File: src/rtl/dke_pkg.sv
// Package for the rolling 2-bit k-mer extractor.
// Holds the payload and queue types, register indexes, mode codes and the
// base classification function. No dependencies.
`default_nettype none

package dke_pkg;

    // Field widths
    localparam int CODE_W     = 32;
    localparam int TAG_W      = 16;
    localparam int CHAR_W     = 8;
    localparam int KLEN_W     = 5;
    localparam int MODE_W     = 2;
    localparam int RUN_W      = 5;
    localparam int CFG_W      = 16;
    localparam int CFG_IDX_W  = 2;

    // Widest k-mer that fits the code field, and default parameter value
    localparam int CODE_BASES = 16;
    localparam int MAX_K_DEF  = 16;

    // Depth of the queue between front and back
    localparam int QUEUE_DEPTH = 2;

    localparam logic [RUN_W-1:0]  RUN_MAX    = 5'd31;
    localparam logic [KLEN_W-1:0] KLEN_RESET = 5'd16;

    // Configuration register indexes
    localparam logic [CFG_IDX_W-1:0] REG_KMER_LENGTH = 2'd0;
    localparam logic [CFG_IDX_W-1:0] REG_MODE        = 2'd1;
    localparam logic [CFG_IDX_W-1:0] REG_SEQ_TAG     = 2'd2;

    // Mode codes; the spare code behaves as forward
    localparam logic [MODE_W-1:0] MODE_FWD_ALL  = 2'd0;
    localparam logic [MODE_W-1:0] MODE_RC_ALL   = 2'd1;
    localparam logic [MODE_W-1:0] MODE_FWD_STEP = 2'd2;
    localparam logic [MODE_W-1:0] MODE_SPARE    = 2'd3;

    // Base codes
    localparam logic [1:0] BASE_A = 2'd0;
    localparam logic [1:0] BASE_C = 2'd1;
    localparam logic [1:0] BASE_G = 2'd2;
    localparam logic [1:0] BASE_T = 2'd3;

    // Lower-case ASCII letters; OR-ing the case bit folds upper case onto them
    localparam logic [CHAR_W-1:0] CASE_BIT = 8'h20;
    localparam logic [CHAR_W-1:0] CHAR_A   = 8'h61;
    localparam logic [CHAR_W-1:0] CHAR_C   = 8'h63;
    localparam logic [CHAR_W-1:0] CHAR_G   = 8'h67;
    localparam logic [CHAR_W-1:0] CHAR_T   = 8'h74;

    typedef struct packed {
        logic [CHAR_W-1:0] base_char;
        logic              last_in_sequence;
    } dke_in_t;

    typedef struct packed {
        logic [CODE_W-1:0] kmer_code;
        logic [TAG_W-1:0]  kmer_tag;
    } dke_out_t;

    // Classified base as it travels from front to back
    typedef struct packed {
        logic       base_ok;
        logic [1:0] code;
        logic       last;
    } dke_item_t;

    typedef struct packed {
        logic [KLEN_W-1:0] kmer_length;
        logic [MODE_W-1:0] mode;
        logic [TAG_W-1:0]  sequence_tag;
    } dke_cfg_t;

    // Map an ASCII character to a base code, flag anything else
    function automatic dke_item_t classify(input dke_in_t item);
        dke_item_t         res;
        logic [CHAR_W-1:0] folded;
        folded      = item.base_char | CASE_BIT;
        res.last    = item.last_in_sequence;
        res.base_ok = 1'b1;
        res.code    = BASE_A;
        unique case (folded)
            CHAR_A:  res.code = BASE_A;
            CHAR_C:  res.code = BASE_C;
            CHAR_G:  res.code = BASE_G;
            CHAR_T:  res.code = BASE_T;
            default: res.base_ok = 1'b0;
        endcase
        return res;
    endfunction

endpackage

`default_nettype wire

File: src/rtl/dna_kmer_extractor_unit.sv
// Rolling 2-bit k-mer extractor, top level.
// Usage:
//   in_valid/in_ready/in_item carry one ASCII character and an end-of-sequence
//   flag per transaction. out_valid/out_ready/out_item carry one k-mer code
//   (low 2k bits, A0 C1 G2 T3) with the sequence tag. A character may yield
//   no result (invalid base, short run, homopolymer window).
//   cfg_we/cfg_index/cfg_data write k-mer length (0), mode (1) and sequence
//   tag (2), one register per write; write only while no transaction is in flight.
// Path: an accepted input transaction passes the front register, a queue slot
//   and the result register in that order; the rolling codes and run count
//   update at the edge that loads the result register.
// Throughput: one character per cycle while out_ready is high; set by the
//   combinational roll-and-compare in the back part, which pops one queue
//   entry per cycle.
// Reset: clears the rolling codes, run count, queue and result register;
//   k-mer length returns to 16, mode to forward, tag to 0.
// Stall: while out_ready is low the result register holds; the queue and the
//   front register absorb up to three more characters, then in_ready drops.
// Depends on dke_pkg, dke_front, dke_queue, dke_back, dke_cfg_regs.
`default_nettype none

module dna_kmer_extractor_unit
    import dke_pkg::*;
#(
    parameter int MAX_K = MAX_K_DEF
)
(
    input  wire logic                 clk,
    input  wire logic                 rst_n,
    input  wire logic                 in_valid,
    output logic                      in_ready,
    input  wire dke_in_t              in_item,
    output logic                      out_valid,
    input  wire logic                 out_ready,
    output dke_out_t                  out_item,
    input  wire logic                 cfg_we,
    input  wire logic [CFG_IDX_W-1:0] cfg_index,
    input  wire logic [CFG_W-1:0]     cfg_data
);

    dke_cfg_t  cfg;
    logic      push;
    dke_item_t push_item;
    logic      queue_full;
    logic      q_valid;
    dke_item_t q_item;
    logic      pop;

    dke_cfg_regs u_cfg (
        .clk       (clk),
        .rst_n     (rst_n),
        .cfg_we    (cfg_we),
        .cfg_index (cfg_index),
        .cfg_data  (cfg_data),
        .cfg       (cfg)
    );

    dke_front u_front (
        .clk        (clk),
        .rst_n      (rst_n),
        .in_valid   (in_valid),
        .in_ready   (in_ready),
        .in_item    (in_item),
        .push       (push),
        .push_item  (push_item),
        .queue_full (queue_full)
    );

    dke_queue u_queue (
        .clk       (clk),
        .rst_n     (rst_n),
        .push      (push),
        .push_item (push_item),
        .full      (queue_full),
        .q_valid   (q_valid),
        .q_item    (q_item),
        .pop       (pop)
    );

    dke_back #(
        .MAX_K (MAX_K)
    ) u_back (
        .clk       (clk),
        .rst_n     (rst_n),
        .cfg       (cfg),
        .q_valid   (q_valid),
        .q_item    (q_item),
        .pop       (pop),
        .out_valid (out_valid),
        .out_ready (out_ready),
        .out_item  (out_item)
    );

    // An all-A window is a homopolymer, so a zero code never leaves
    a_no_zero_code: assert property (@(posedge clk) disable iff (!rst_n)
        out_valid |-> (out_item.kmer_code != '0))
        else $error("zero k-mer code emitted");

    // A full queue always has an entry to pop
    a_full_not_empty: assert property (@(posedge clk) disable iff (!rst_n)
        queue_full |-> q_valid)
        else $error("queue full but empty");

    // Only a full queue makes the front refuse input
    a_ready_backpressure: assert property (@(posedge clk) disable iff (!rst_n)
        !in_ready |-> queue_full)
        else $error("input refused without back-pressure");

endmodule

`default_nettype wire

File: src/rtl/dke_front.sv
// Front stage of the k-mer extractor: accepts characters and classifies them.
// Depends on dke_pkg.
`default_nettype none

module dke_front
    import dke_pkg::*;
(
    input  wire logic      clk,
    input  wire logic      rst_n,
    input  wire logic      in_valid,
    output logic           in_ready,
    input  wire dke_in_t   in_item,
    output logic           push,
    output dke_item_t      push_item,
    input  wire logic      queue_full
);

    logic      stage_valid_reg;
    logic      stage_valid_next;
    dke_item_t stage_item_reg;

    // Take a new transaction when the stage is empty or drains this cycle
    assign push     = stage_valid_reg && !queue_full;
    assign in_ready = !stage_valid_reg || !queue_full;

    always_comb
    begin
        stage_valid_next = stage_valid_reg;
        if (in_valid && in_ready)
        begin
            stage_valid_next = 1'b1;
        end
        else if (push)
        begin
            stage_valid_next = 1'b0;
        end
    end

    always_ff @(posedge clk or negedge rst_n)
    begin
        if (!rst_n)
        begin
            stage_valid_reg <= 1'b0;
        end
        else
        begin
            stage_valid_reg <= stage_valid_next;
        end
    end

    // Hold the classified base in the stage register
    always_ff @(posedge clk)
    begin
        if (in_valid && in_ready)
        begin
            stage_item_reg <= classify(in_item);
        end
    end

    assign push_item = stage_item_reg;

endmodule

`default_nettype wire

File: src/rtl/dke_queue.sv
// Short queue between the front and back parts of the k-mer extractor.
// Depends on dke_pkg.
`default_nettype none

module dke_queue
    import dke_pkg::*;
(
    input  wire logic      clk,
    input  wire logic      rst_n,
    input  wire logic      push,
    input  wire dke_item_t push_item,
    output logic           full,
    output logic           q_valid,
    output dke_item_t      q_item,
    input  wire logic      pop
);

    localparam int PTR_W = (QUEUE_DEPTH > 1) ? $clog2(QUEUE_DEPTH) : 1;
    localparam int CNT_W = $clog2(QUEUE_DEPTH + 1);
    localparam logic [PTR_W-1:0] LAST_SLOT = PTR_W'(QUEUE_DEPTH - 1);
    localparam logic [CNT_W-1:0] FULL_CNT  = CNT_W'(QUEUE_DEPTH);

    dke_item_t        slots_reg [QUEUE_DEPTH];
    logic [PTR_W-1:0] wr_ptr_reg;
    logic [PTR_W-1:0] wr_ptr_next;
    logic [PTR_W-1:0] rd_ptr_reg;
    logic [PTR_W-1:0] rd_ptr_next;
    logic [CNT_W-1:0] count_reg;
    logic [CNT_W-1:0] count_next;

    assign full    = (count_reg == FULL_CNT);
    assign q_valid = (count_reg != '0);
    assign q_item  = slots_reg[rd_ptr_reg];

    // Advance pointers and count
    always_comb
    begin
        wr_ptr_next = wr_ptr_reg;
        rd_ptr_next = rd_ptr_reg;
        count_next  = count_reg;
        if (push)
        begin
            wr_ptr_next = (wr_ptr_reg == LAST_SLOT) ? '0 : wr_ptr_reg + 1'b1;
        end
        if (pop)
        begin
            rd_ptr_next = (rd_ptr_reg == LAST_SLOT) ? '0 : rd_ptr_reg + 1'b1;
        end
        if (push && !pop)
        begin
            count_next = count_reg + 1'b1;
        end
        else if (pop && !push)
        begin
            count_next = count_reg - 1'b1;
        end
    end

    always_ff @(posedge clk or negedge rst_n)
    begin
        if (!rst_n)
        begin
            wr_ptr_reg <= '0;
            rd_ptr_reg <= '0;
            count_reg  <= '0;
        end
        else
        begin
            wr_ptr_reg <= wr_ptr_next;
            rd_ptr_reg <= rd_ptr_next;
            count_reg  <= count_next;
        end
    end

    // Store the pushed entry
    always_ff @(posedge clk)
    begin
        if (push)
        begin
            slots_reg[wr_ptr_reg] <= push_item;
        end
    end

endmodule

`default_nettype wire

File: src/rtl/dke_back.sv
// Back part of the k-mer extractor: rolls the forward and reverse-complement
// codes, filters homopolymers and drives the result register. Depends on dke_pkg.
`default_nettype none

module dke_back
    import dke_pkg::*;
#(
    parameter int MAX_K = MAX_K_DEF
)
(
    input  wire logic      clk,
    input  wire logic      rst_n,
    input  wire dke_cfg_t  cfg,
    input  wire logic      q_valid,
    input  wire dke_item_t q_item,
    output logic           pop,
    output logic           out_valid,
    input  wire logic      out_ready,
    output dke_out_t       out_item
);

    localparam int K_LIM_INT = (MAX_K < CODE_BASES) ? MAX_K : CODE_BASES;
    localparam logic [KLEN_W-1:0] K_LIM = KLEN_W'(K_LIM_INT);

    logic [CODE_W-1:0] fwd_reg;
    logic [CODE_W-1:0] fwd_next;
    logic [CODE_W-1:0] rc_reg;
    logic [CODE_W-1:0] rc_next;
    logic [RUN_W-1:0]  run_reg;
    logic [RUN_W-1:0]  run_next;
    logic              out_valid_reg;
    logic              out_valid_next;
    dke_out_t          out_item_reg;

    logic [KLEN_W-1:0] k_eff;
    logic [MODE_W-1:0] mode_eff;
    logic [CODE_W-1:0] mask;
    logic [5:0]        rc_shift;
    logic [CODE_W-1:0] rc_shifted;
    logic [CODE_W-1:0] fwd_roll;
    logic [RUN_W-1:0]  run_inc;
    logic [CODE_W-1:0] window;
    logic              homopolymer;
    logic              full_window;
    logic              emit;

    // Clamp length and fold the spare mode onto forward
    always_comb
    begin
        if (cfg.kmer_length == '0)
        begin
            k_eff = KLEN_W'(1);
        end
        else if (cfg.kmer_length > K_LIM)
        begin
            k_eff = K_LIM;
        end
        else
        begin
            k_eff = cfg.kmer_length;
        end
        mode_eff = (cfg.mode == MODE_SPARE) ? MODE_FWD_ALL : cfg.mode;
    end

    assign mask     = {CODE_W{1'b1}} >> (6'd32 - {k_eff, 1'b0});
    assign rc_shift = {k_eff - 1'b1, 1'b0};

    // Roll both codes and count the run
    always_comb
    begin
        fwd_roll    = {fwd_reg[CODE_W-3:0], q_item.code};
        rc_shifted  = (rc_reg >> 2) | ({{(CODE_W-2){1'b0}}, ~q_item.code} << rc_shift);
        run_inc     = (run_reg < RUN_MAX) ? run_reg + 1'b1 : run_reg;
        full_window = q_item.base_ok && (run_inc >= k_eff);
        window      = ((mode_eff == MODE_RC_ALL) ? rc_shifted : fwd_roll) & mask;
        homopolymer = (window == ({(CODE_W/2){window[1:0]}} & mask));
        emit        = full_window && !homopolymer;
    end

    // Update state on each pop; end of sequence wins
    always_comb
    begin
        fwd_next = fwd_reg;
        rc_next  = rc_reg;
        run_next = run_reg;
        if (q_item.base_ok)
        begin
            fwd_next = fwd_roll;
            rc_next  = rc_shifted;
            run_next = (full_window && mode_eff == MODE_FWD_STEP) ? '0 : run_inc;
        end
        else
        begin
            run_next = '0;
        end
        if (q_item.last)
        begin
            fwd_next = '0;
            rc_next  = '0;
            run_next = '0;
        end
    end

    // Pop when the result register is free or drains now
    assign pop = q_valid && (!out_valid_reg || out_ready);

    always_comb
    begin
        out_valid_next = out_valid_reg;
        if (pop)
        begin
            out_valid_next = emit;
        end
        else if (out_ready)
        begin
            out_valid_next = 1'b0;
        end
    end

    always_ff @(posedge clk or negedge rst_n)
    begin
        if (!rst_n)
        begin
            fwd_reg       <= '0;
            rc_reg        <= '0;
            run_reg       <= '0;
            out_valid_reg <= 1'b0;
        end
        else
        begin
            if (pop)
            begin
                fwd_reg <= fwd_next;
                rc_reg  <= rc_next;
                run_reg <= run_next;
            end
            out_valid_reg <= out_valid_next;
        end
    end

    // Load the result payload
    always_ff @(posedge clk)
    begin
        if (pop && emit)
        begin
            out_item_reg.kmer_code <= window;
            out_item_reg.kmer_tag  <= cfg.sequence_tag;
        end
    end

    assign out_valid = out_valid_reg;
    assign out_item  = out_item_reg;

endmodule

`default_nettype wire

File: src/rtl/dke_queue_dummy_guard.sv
// Configuration register file of the k-mer extractor.
// Depends on dke_pkg.
`default_nettype none

module dke_cfg_regs
    import dke_pkg::*;
(
    input  wire logic                 clk,
    input  wire logic                 rst_n,
    input  wire logic                 cfg_we,
    input  wire logic [CFG_IDX_W-1:0] cfg_index,
    input  wire logic [CFG_W-1:0]     cfg_data,
    output dke_cfg_t                  cfg
);

    dke_cfg_t cfg_reg;
    dke_cfg_t cfg_next;

    // Decode the write index; unknown indexes are dropped
    always_comb
    begin
        cfg_next = cfg_reg;
        if (cfg_we)
        begin
            unique case (cfg_index)
                REG_KMER_LENGTH: cfg_next.kmer_length  = cfg_data[KLEN_W-1:0];
                REG_MODE:        cfg_next.mode         = cfg_data[MODE_W-1:0];
                REG_SEQ_TAG:     cfg_next.sequence_tag = cfg_data[TAG_W-1:0];
                default:         cfg_next = cfg_reg;
            endcase
        end
    end

    always_ff @(posedge clk or negedge rst_n)
    begin
        if (!rst_n)
        begin
            cfg_reg.kmer_length  <= KLEN_RESET;
            cfg_reg.mode         <= MODE_FWD_ALL;
            cfg_reg.sequence_tag <= '0;
        end
        else
        begin
            cfg_reg <= cfg_next;
        end
    end

    assign cfg = cfg_reg;

endmodule

`default_nettype wire

File: config.mk
export PLATFORM = sky130hd
export DESIGN_NAME = dna_kmer_extractor_unit
export DESIGN_NICKNAME = d
export VERILOG_FILES = /design/src/rtl/dke_pkg.sv /design/src/rtl/dna_kmer_extractor_unit.sv /design/src/rtl/dke_front.sv /design/src/rtl/dke_queue.sv /design/src/rtl/dke_back.sv /design/src/rtl/dke_queue_dummy_guard.sv
export SDC_FILE = /design/constraint.sdc
export NUM_CORES = 1
export LEC_CHECK = 0
export ABC_AREA = 1
export BUFFER_PORTS_ARGS = -buffer_cell sky130_fd_sc_hd__buf_4
export CAP_MARGIN = 10
export CORE_AREA = 2 2 119 121
export DETAILED_ROUTE_END_ITERATION = 10
export DIE_AREA = 0 0 121 123
export MAX_ROUTING_LAYER = met4
export PLACE_DENSITY = 0.8
export SLEW_MARGIN = 20
export SYNTH_ARGS = -nofsm -noshare
export SYNTH_HDL_FRONTEND = slang
export SYNTH_SLANG_ARGS = --single-unit
export TNS_END_PERCENT = 20
File: constraint.sdc
create_clock -name clk -period 9.16 [get_ports clk]
set_input_delay 2.748 -clock clk [delete_from_list [all_inputs] [get_ports clk]]
set_output_delay 2.748 -clock clk [all_outputs]
set_load 0.03 [all_outputs]
==> results.md, run 1 <==
- Number of detailed-routing iterations run before antenna repair: 8
- Pwr dens: 303 mW/mm2
- Net count after synthesis: 972
- CTS tree: built
- Met3 Use GR: 0.0549
- Starting Density: 0.577
- Setup violations, final: 0
- Simple-gate share of the synthesized area: 0.226
- Antenna Nets Post-Route: 0
- Outcome: complete, no violations
- Area of the die: 0.0149 mm2
- CTS Buf Count: 17
- Ant. Diodes: 0
- Layout cells sized above 1: 0.159
- Max_slew headroom: 0.296
- Mapped Area: 0.00785 mm2
- Number of synthesized register bits: 154
- Largest register FFs: 48
- Mux contribution to synthesized area: 0.0171
- Max_cap viols: 0
- RePlAce Congestion: 0.984
- Final nets: 1047
- Routed WL: 18300 um
- Grt met1 use: 0.336
- # rows: 43
- Buffers on Ports: 80
- Critical path buffers and inverters: 3
- Root buf cell: clkbuf_16
- RSZ-0062 raised after global routing: false
- Critical Path Max Stage Delay: 0.76 ns
- Min cycle time layout: 4.65 ns
- Main combinational cell family by area after synthesis: simple AND/OR/NAND/NOR gates
- Global route total overflow: 0
- WS Path Type: in -> reg
- Grt peak-use layer: met2
- DR DRC count: 0
- Register area share after synthesis: 0.529
- Ys Warns: 0
- DP Worst Slack: 4.10 ns
- Hold WC Path Type: reg -> reg
- Cell Chain, Critical Path: buf_4 -> nor2_1 -> a21oi_1 -> inv_1 -> nor2_1 -> nand2_1 -> inv_2
- Crit end category: flop
- Via density: 5.47
- CTS Sinks: 154
- Crit Path Max Fanout: 48
- Max-slew violations: 0
- Placed cell count: 1164
- CTS Buffer Depth: 2
- TNS Setup: 0 ns
- Final Power: 2.77 mW
- Post-layout util: 0.673
- Die W: 121 um
- Static Leak: 4.27 nW
- Total number of vias: 6547
- DP Area: 0.00859 mm2
- Xor/xnor share of the synthesized area: 0.00669
- Critical path's top delay family: buffers and inverters
- Wire length per cell: 15.3 um
- Post-route design area: 0.00916 mm2
- Vias in the first global route: 6186
- Worst EP arrival: 4.69 ns
- Core ar.: 0.0136 mm2
- Post-CTS resize count: 0
- P&R area growth vs syn: 16.6%
- Largest net degree at the start of global routing: 62
- Layout Skew: 0.00755 ns
- Fin Hold WS: 0.443 ns
- Tightest Pin Transition: 1.05 ns
- Peak Freq: 215 MHz
- Slowest CP cell: inv_2
- GRT Total Usage: 0.266
- Mapped Cells: 928
- HPWL after detailed placement: 12700 um
- Crit share post-route: 0.507
- Critical path required time: 9.20 ns
- Post-synthesis compound-gate area fraction: 0.109
- VDD IR max: 0.000236 V
- Finished Layout Cells: 1196
- Synth Area per Inst: 8.46 um2
- Post-Synth Adder-Cell Area: 0.0191
- Initial antenna violation count: 0
- Met2 usage: 0.419
- Final hold vios: 0
- Final WS setup: 4.51 ns
- Post-CTS Setup Bufs: 0
- Clock Latency Late Sink: 0.43 ns
- CTS HTree Levels: 4
- DRT iter0 DRCs: 541
- Die H: 123 um
- CP most frequent cell: nor2_1
- Global-route wire length before repair: 29600 um
- CTS Hold Bufs: 0
- Netlist cell types: 38
- Worst Setup Start Kind: input pin
- Clock slew at reported path FFs: 0.06 ns
- Ports: 82
==> worst register-to-register path: stages, from the launching register on <==
cell and delay (ns):
dfstp_2 0.60, inv_2 0.14, nand2_1 0.18, ha_1 0.22, inv_1 0.07, ha_1 0.45
inv_1 0.12, nor2_1 0.11, inv_1 0.06, nor2_1 0.29, nand2_1 0.20, a21oi_1 0.16
nand2_1 0.09, o21ai_1 0.08, nand2_1 0.07, nand2_1 0.06, nor2_1 0.04, nand2_1 0.05
nor2_1 0.06, nand2_1 0.10, nand2_1 0.09, inv_2 0.76
==> layout by cell type (no fill, tap or decap), types with 5 or more instances in the layout <==
master      Yosys  routed
o21ai_1         9       9
o22ai_1        64      64
dfrtp_1        93      93
ha_1           12      12
nand4_1         6       6
edfxtp_1       60      60
o21ai_0        21      21
nand2_2         9       9
clkinvlp_4      0       5
nand3_1        63      62
nand2_1       186     186
nand2_4         6       6
nor2_4          4       5
nor2_1        127     126
buf_4           1      84
inv_1         154     153
mux2_2         11      11
a21oi_1        39      38
clkbuf_16       0      18
==> power by group <==
group / switching (mW) / total (mW) / leakage (nW) / internal (mW)
clock: 0.294 / 0.662 / 0.260 / 0.369
sequential: 0.0607 / 0.950 / 1.81 / 0.889
combinational: 0.825 / 1.16 / 2.19 / 0.336
total: 1.18 / 2.77 / 4.27 / 1.59
==> Yosys cell counts, drive strengths merged <==
cell type | count | area [um2]
nor2 | 135 | 547
nand2 | 201 | 822
buf | 8 | 61.3
o22ai | 64 | 400
o21a | 1 | 7.51
a21oi | 41 | 213
nand3 | 63 | 315
o21bai | 2 | 15.0
xnor2 | 4 | 35.0
o21ai | 31 | 159
ha | 12 | 150
clkbuf | 20 | 75.1
dfstp | 1 | 26.3
a31o | 1 | 8.76
edfxtp | 60 | 1800
a21boi | 3 | 41.3
xor2 | 2 | 17.5
nor4 | 1 | 6.26
mux2i | 1 | 10.0
nand4 | 6 | 37.5
clkinv | 3 | 11.3
o31ai | 1 | 7.51
mux2 | 11 | 124
nand3b | 4 | 30.0
dfrtp | 93 | 2330
inv | 156 | 586
nor3 | 3 | 15.0
==> metal layers <==
metal / vias up / routed length (um)
met5: - / 0
met4: 0 / 657
met3: 55 / 1300
met2: 299 / 8650
met1: 3023 / 7720
li1: 3170 / -
==> cell type report <==
cell class	count	area (um2)
Inverter	159	597
Sequential cell	154	4160
Tap cell	180	225
Fill cell	1144	4460
Multi-Input combinational cell	587	2990
Timing Repair Buffer	84	631
Clock inverter	13	108
Clock buffer	19	454
==> path summary, 6_finish.rpt <==
| check | start | to | slack [ns] | depth (start not counted) |
|---|---|---|---|---|
| worst max-delay path | out_ready | u_back.out_item[16] | 4.51 | 7 |
| worst min-delay path | u_cfg.cfg[5] | u_back.out_item[5] | 0.44 | 0 |
| worst max register to register | u_cfg.cfg[22] | u_back.out_item[16] | 4.75 | 21 |
| worst min register to register | u_cfg.cfg[5] | u_back.out_item[5] | 0.44 | 0 |
| max in group asynchronous | rst_n | u_back.rc_reg[18] | 5.77 | 2 |
| min in group asynchronous | rst_n | u_cfg.cfg[9] | 2.27 | 1 |
==> cell families after synthesis <==
kind of cell	Yosys count
AOI/OAI and AO/OA	144
adders and majority gates	12
muxes	12
and+or+nand+nor	413
buffers and inverters	187
DFF	154
xor gates and xnor gates	6
Note: power is estimated with default switching activity, not from simulation.
==> run 2, diff against run 1 <==
- clock period: 9.16 -> 4.75 ns (I/O delays scaled with it)
==> run 2 against run 1 <==
Effect of this change: hold slack gained 0.00061 ns; global-route usage grew 1.3 points; clock power grew 130%; critical path depth grew 13; non-clock buffer count grew 3; via count grew 1.6%; die area is the same; wire length grew 3.4%; setup slack lost 3.9 ns; critical path type is now reg -> reg; largest power group unchanged.
==> results.md, run 2 (same netlist as run 1, synthesis figures left out) <==
- Max-slew violations: 0 (unchanged)
- Ant. Diodes: 0 (unchanged)
- Die W: 121 um (unchanged)
- Min cycle time layout: 4.14 ns
- Area of the die: 0.0149 mm2 (unchanged)
- Max_slew headroom: 0.376 (was 0.296)
- P&R area growth vs syn: 18.3% (was 16.6%)
- Post-CTS resize count: 0 (unchanged)
- Ports: 82 (unchanged)
- Largest net degree at the start of global routing: 62 (unchanged)
- Worst Setup Start Kind: flop (was input pin)
- Wire length per cell: 15.8 um (was 15.3 um)
- Critical Path Max Stage Delay: 0.61 ns (was 0.76 ns)
- Final Power: 5.63 mW (was 2.77 mW)
- GRT Total Usage: 0.279 (was 0.266)
- Worst EP arrival: 4.32 ns (was 4.69 ns)
- Total number of vias: 6650 (was 6547)
- Filler cells: 1091 (was 1144)
- Outcome: complete, no violations (unchanged)
- CTS Sinks: 154 (unchanged)
- Critical R2R Launch: u_cfg.cfg[22] (unchanged)
- Crit. Startpoint: u_cfg.cfg[22] (was out_ready)
- RePlAce Congestion: 0.992 (was 0.984)
- Layout Skew: 0.00891 ns (was 0.00755 ns)
- Critical path required time: 4.93 ns (was 9.20 ns)
- CP most frequent cell: nand2_1 (was nor2_1)
- Area occupied by registers: 0.00416 mm2 (unchanged)
- Pwr dens: 606 mW/mm2 (was 303 mW/mm2)
- Multi-input gate area: 0.00299 mm2 (unchanged)
- CTS Buffer Depth: 2 (unchanged)
- Hold path start: u_cfg.cfg[8] (was u_cfg.cfg[5])
- DR DRC count: 0 (unchanged)
- Peak Freq: 242 MHz
- RSZ-0062 raised after global routing: false (unchanged)
- Global-route wire length before repair: 30900 um (was 29600 um)
- Clock slew at reported path FFs: 0.06 ns (about the same)
- TNS Setup: 0 ns (unchanged)
- Fin Hold WS: 0.444 ns (was 0.443 ns)
- Layout cells sized above 1: 0.163 (was 0.159)
- Post-layout util: 0.682 (was 0.673)
- Setup violations, final: 0 (unchanged)
- Vias in the first global route: 6376 (was 6186)
- CTS Buf Count: 17 (unchanged)
- Via density: 5.55 (was 5.47)
- Starting Density: 0.577 (unchanged)
- Initial antenna violation count: 0 (unchanged)
- CTS HTree Levels: 4 (unchanged)
- # rows: 43 (unchanged)
- Core ar.: 0.0136 mm2 (unchanged)
- Tightest Pin Transition: 0.934 ns (was 1.05 ns)
- Antenna Nets Post-Route: 0 (unchanged)
- Buffers on Ports: 80 (unchanged)
- VDD IR max: 0.000345 V (was 0.000236 V)
- Slowest CP cell: dfstp_2 (was inv_2)
- Routed WL: 19000 um (was 18300 um)
- Crit end category: flop (unchanged)
- Global route total overflow: 0 (unchanged)
- DRT iter0 DRCs: 646 (was 541)
- WS Path Type: reg -> reg (was in -> reg)
- Crit share post-route: 0.871
- Crit Path Max Fanout: 30 (was 48)
- CTS tree: built (unchanged)
- Most common cell after layout, fill and taps aside: nand2_1 (unchanged)
- HPWL after detailed placement: 13000 um (was 12700 um)
- Die H: 123 um (unchanged)
- Number of detailed-routing iterations run before antenna repair: 5 (was 8)
- Largest register FFs: 48 (unchanged)
- Max_cap viols: 0 (unchanged)
- Final hold vios: 0 (unchanged)
- Commonest non-fill, non-tap cells in the layout: 186 x nand2_1, 153 x inv_1, 126 x nor2_1, 93 x dfrtp_1, 86 x buf_4 (was 186 x nand2_1, 153 x inv_1, 126 x nor2_1, 93 x dfrtp_1, 84 x buf_4)
- Static Leak: 4.34 nW (was 4.27 nW)
- Hold WC Path Type: reg -> reg (unchanged)
- Final nets: 1050 (was 1047)
- Clock Latency Late Sink: 0.43 ns (about the same)
- Cell Chain, Critical Path: inv_2 -> nand2_1 -> ha_1 -> inv_1 -> ha_1 -> inv_1 -> nor2_1 -> inv_1 -> nor2_1 -> nand2_1 -> nand3b_1 -> xnor2_1 -> nand2_1 -> nor2_1 -> nand2_1 -> nor2_1 -> nand2_1 -> nand2_1 -> inv_2 -> buf_12 (was buf_4 -> nor2_1 -> a21oi_1 -> inv_1 -> nor2_1 -> nand2_1 -> inv_2)
- Post-CTS Setup Bufs: 0 (unchanged)
- Root buf cell: clkbuf_16 (unchanged)
- CTS Hold Bufs: 0 (unchanged)
## run 2: cell types whose count changed in the layout (fill, tap and decap cells not counted), sizes merged
cell,change
clkinv,+2
bufinv,+5
inv,-3
buf,+3
clkinvlp,-4
## run 2: final timing paths
kind,cells after the start,slack (ns),end
worst max register to register,20,0.61,u_back.out_item[35]
worst min register to register,0,0.44,u_back.out_item[8]
worst min-delay path,0,0.44,u_back.out_item[8]
worst max-delay path,20,0.61,u_back.out_item[35]
min in group asynchronous,1,0.96,u_cfg.cfg[6]
max in group asynchronous,2,2.91,u_cfg.cfg[22]
## run 2: area by class of cell
| type | count | area share |
|---|---|---|
| clock buffers | 19 | 0.0477 |
| clock inverters | 13 | 0.0230 |
| inverters | 159 | 0.0643 |
| multi-input cells | 587 | 0.322 |
| flip-flops and latches | 154 | 0.448 |
| well taps | 180 | 0.0243 |
| repair buffers | 87 | 0.0717 |
## run 2: per-stage QoR
| step | area [um2] | cells | setup slack (ns) |
|---|---|---|---|
| 3_3_place_gp | 8630 | 1167 | 0.777 |
| 3_5_place_dp | 8630 | 1167 | 0.728 |
| 2_1_floorplan | 7850 | 928 | 0.966 |
| 6_report | 9290 | 1199 | 0.610 |
| 5_1_grt | 9290 | 1199 | 0.298 |
| 4_1_cts | 9290 | 1199 | 0.708 |
## run 2: worst max-delay path: cells and delay by family, from the launching register on
family	cells	cell delay [ns]
and+or+nand+nor	11	1.61
xor gates and xnor gates	1	0.19
adders and majority gates	2	0.66
DFF	1	0.61
buffers and inverters	6	0.81
## run 2: routing by layer
metal / part of all wire / wire, um / GRT usage / vias to the layer above
met2: 0.48 / 9080 / 0.435 / 326
met3: 0.070 / 1330 / 0.0521 / 57
met4: 0.041 / 781 / 0.154 / 0
li1: - / - / - / 3160
met5: 0 / 0 / - / -
met1: 0.41 / 7760 / 0.347 / 3107
## run 2: where the power goes
group | total, mW | internal (mW) | leakage, nW | switching [mW]
sequential | 1.83 | 1.71 | 1.81 | 0.119
clock | 1.50 | 0.952 | 0.320 | 0.550
combinational | 2.30 | 0.671 | 2.21 | 1.62
total | 5.63 | 3.33 | 4.34 | 2.29
==> run 3, diff against run 2 <==
- GPL_TIMING_DRIVEN: default -> 0
==> run 3 against run 2 <==
Effect of this change: non-clock buffer count up 22; largest cell class unchanged; via count up 0.90%; first-iteration DRC count up 28%; sequential share of layout area about the same; die area unchanged; critical endpoint is now u_back.out_item[44].
==> results.md, run 3 (same netlist as run 1, synthesis figures left out) <==
- DRT iter0 DRCs: 829 (was 646)
- Setup violations, final: 0 (unchanged)
- Ant. Diodes: 0 (unchanged)
- Antenna Nets Post-Route: 0 (unchanged)
- Routed WL: 20400 um (was 19000 um)
- RePlAce Congestion: 1.03 (was 0.992)
- Final WS setup: 0.606 ns (was 0.610 ns)
- Crit Path Max Fanout: 30 (unchanged)
- Most common cell after layout, fill and taps aside: nand2_1 (unchanged)
- Hold WC Path Type: reg -> reg (unchanged)
- HPWL after detailed placement: 14700 um (was 13000 um)
- Post-CTS Setup Bufs: 0 (unchanged)
- # rows: 43 (unchanged)
- P&R area growth vs syn: 18.4% (was 18.3%)
- Global-route wire length before repair: 32300 um (was 30900 um)
- DR DRC count: 0 (unchanged)
- Max_cap viols: 0 (unchanged)
- Filler cells: 1125 (was 1091)
- Total number of vias: 6710 (was 6650)
- Outcome: complete, no violations (unchanged)
- Clock slew at reported path FFs: 0.06 ns (about the same)
- Slowest CP cell: dfstp_2 (unchanged)
- Pwr dens: 602 mW/mm2 (was 606 mW/mm2)
- Crit share post-route: 0.872 (was 0.871)
- Global route total overflow: 0 (unchanged)
- CTS Hold Bufs: 0 (unchanged)
- Min cycle time layout: 4.14 ns (about the same)
- Via density: 5.50 (was 5.55)
- Max-slew violations: 0 (unchanged)
- GRT Total Usage: 0.298 (was 0.279)
- Post-route design area: 0.00930 mm2 (was 0.00929 mm2)
- CP most frequent cell: nand2_1 (unchanged)
- Vias in the first global route: 6241 (was 6376)
- Buffers on Ports: 80 (unchanged)
- Crit end category: flop (unchanged)
- Initial antenna violation count: 0 (unchanged)
- Die W: 121 um (unchanged)
- Post-CTS resize count: 0 (unchanged)
- Final hold vios: 0 (unchanged)
- Hold path start: u_cfg.cfg[11] (was u_cfg.cfg[8])
- Clock Latency Late Sink: 0.43 ns (about the same)
- CTS Buf Count: 17 (unchanged)
- Static Leak: 4.35 nW (was 4.34 nW)
- Max_slew headroom: 0.280 (was 0.376)
- CTS HTree Levels: 4 (unchanged)
- Peak Freq: 241 MHz (was 242 MHz)
- Largest register FFs: 48 (unchanged)
- CTS Sinks: 154 (unchanged)
- Worst EP arrival: 4.27 ns (was 4.32 ns)
- CTS Buffer Depth: 2 (unchanged)
- Layout cells sized above 1: 0.157 (was 0.163)
- Root buf cell: clkbuf_16 (unchanged)
- Tightest Pin Transition: 1.08 ns (was 0.934 ns)
- Layout Skew: 0.0115 ns (was 0.00891 ns)
- Number of detailed-routing iterations run before antenna repair: 5 (unchanged)
- DP Area: 0.00870 mm2 (was 0.00863 mm2)
- WS Path Type: reg -> reg (unchanged)
- Ports: 82 (unchanged)
- Die H: 123 um (unchanged)
- Critical path required time: 4.87 ns (was 4.93 ns)
- Wire length per cell: 16.7 um (was 15.8 um)
- Commonest non-fill, non-tap cells in the layout: 186 x nand2_1, 153 x inv_1, 127 x nor2_1, 93 x dfrtp_1, 80 x buf_4 (was 186 x nand2_1, 153 x inv_1, 126 x nor2_1, 93 x dfrtp_1, 86 x buf_4)
- Starting Density: 0.577 (unchanged)
- Final nets: 1072 (was 1050)
- Core ar.: 0.0136 mm2 (unchanged)
- CTS tree: built (unchanged)
- Cell Chain, Critical Path: inv_2 -> nand2_1 -> ha_1 -> inv_1 -> ha_1 -> inv_1 -> nor2_1 -> inv_1 -> nor2_1 -> nand2_1 -> a21oi_1 -> nand2_1 -> o21ai_1 -> nand2_1 -> nand2_1 -> nor2_1 -> nand2_1 -> nor2_1 -> nand2_1 -> nand2_1 -> inv_2 -> buf_12 (was inv_2 -> nand2_1 -> ha_1 -> inv_1 -> ha_1 -> inv_1 -> nor2_1 -> inv_1 -> nor2_1 -> nand2_1 -> nand3b_1 -> xnor2_1 -> nand2_1 -> nor2_1 -> nand2_1 -> nor2_1 -> nand2_1 -> nand2_1 -> inv_2 -> buf_12)
- Largest net degree at the start of global routing: 95 (was 62)
- RSZ-0062 raised after global routing: false (unchanged)
- Critical Path Max Stage Delay: 0.60 ns (was 0.61 ns)
- Critical R2R Launch: u_cfg.cfg[22] (unchanged)
- Crit. Startpoint: u_cfg.cfg[22] (unchanged)
- Area of the die: 0.0149 mm2 (unchanged)
- Worst Setup Start Kind: flop (unchanged)
- VDD IR max: 0.000432 V (was 0.000345 V)
- Critical path's top delay family: simple AND/OR/NAND/NOR gates (unchanged)
- Critical path buffers and inverters: 6 (unchanged)
- DP Worst Slack: 0.710 ns (was 0.728 ns)
run 3: final timing paths:
kind / to / slack [ns] / depth (start not counted)
max: u_back.out_item[44] / 0.61 / 22
max in group asynchronous: u_back.rc_reg[4] / 3.07 / 1
min in group asynchronous: u_cfg.cfg[6] / 1.06 / 1
min: u_back.out_item[11] / 0.44 / 0
max reg2reg: u_back.out_item[44] / 0.61 / 22
min reg2reg: u_back.out_item[11] / 0.44 / 0
run 3: report_power, final:
group	switching (mW)	internal (mW)
clock	0.552	0.831
combinational	1.69	0.707
sequential	0.111	1.71
total	2.35	3.25
run 3: area by class of cell:
type / count / area (um2) / share of cell area
sequential: 154 / 4160 / 0.447
timing repair buffer: 81 / 624 / 0.0672
clock inverter: 13 / 163 / 0.0175
multi-input combinational: 587 / 2960 / 0.319
tap: 180 / 225 / 0.0242
buffer: 28 / 136 / 0.0147
clock buffer: 19 / 433 / 0.0466
inverter: 159 / 597 / 0.0642
run 3: layer usage:
metal,part of all wire,up-vias,GRT usage
li1,-,3229,-
met1,0.40,3086,0.382
met2,0.47,327,0.462
met3,0.083,68,0.0480
met4,0.047,0,0.157
met5,0,-,-
run 3: through the flow:
stage          instances  hold slack, ns  setup TNS [ns]  total power, mW  utilization
6_report            1221           0.439               0             5.60        0.683
4_1_cts             1221           0.442               0             5.56        0.683
5_1_grt             1221           0.452               0             5.89        0.683
2_1_floorplan        928           0.419               0             3.44            -
3_3_place_gp        1188           0.422           -1.34             4.12        0.637
3_5_place_dp        1189           0.428               0             4.17        0.639
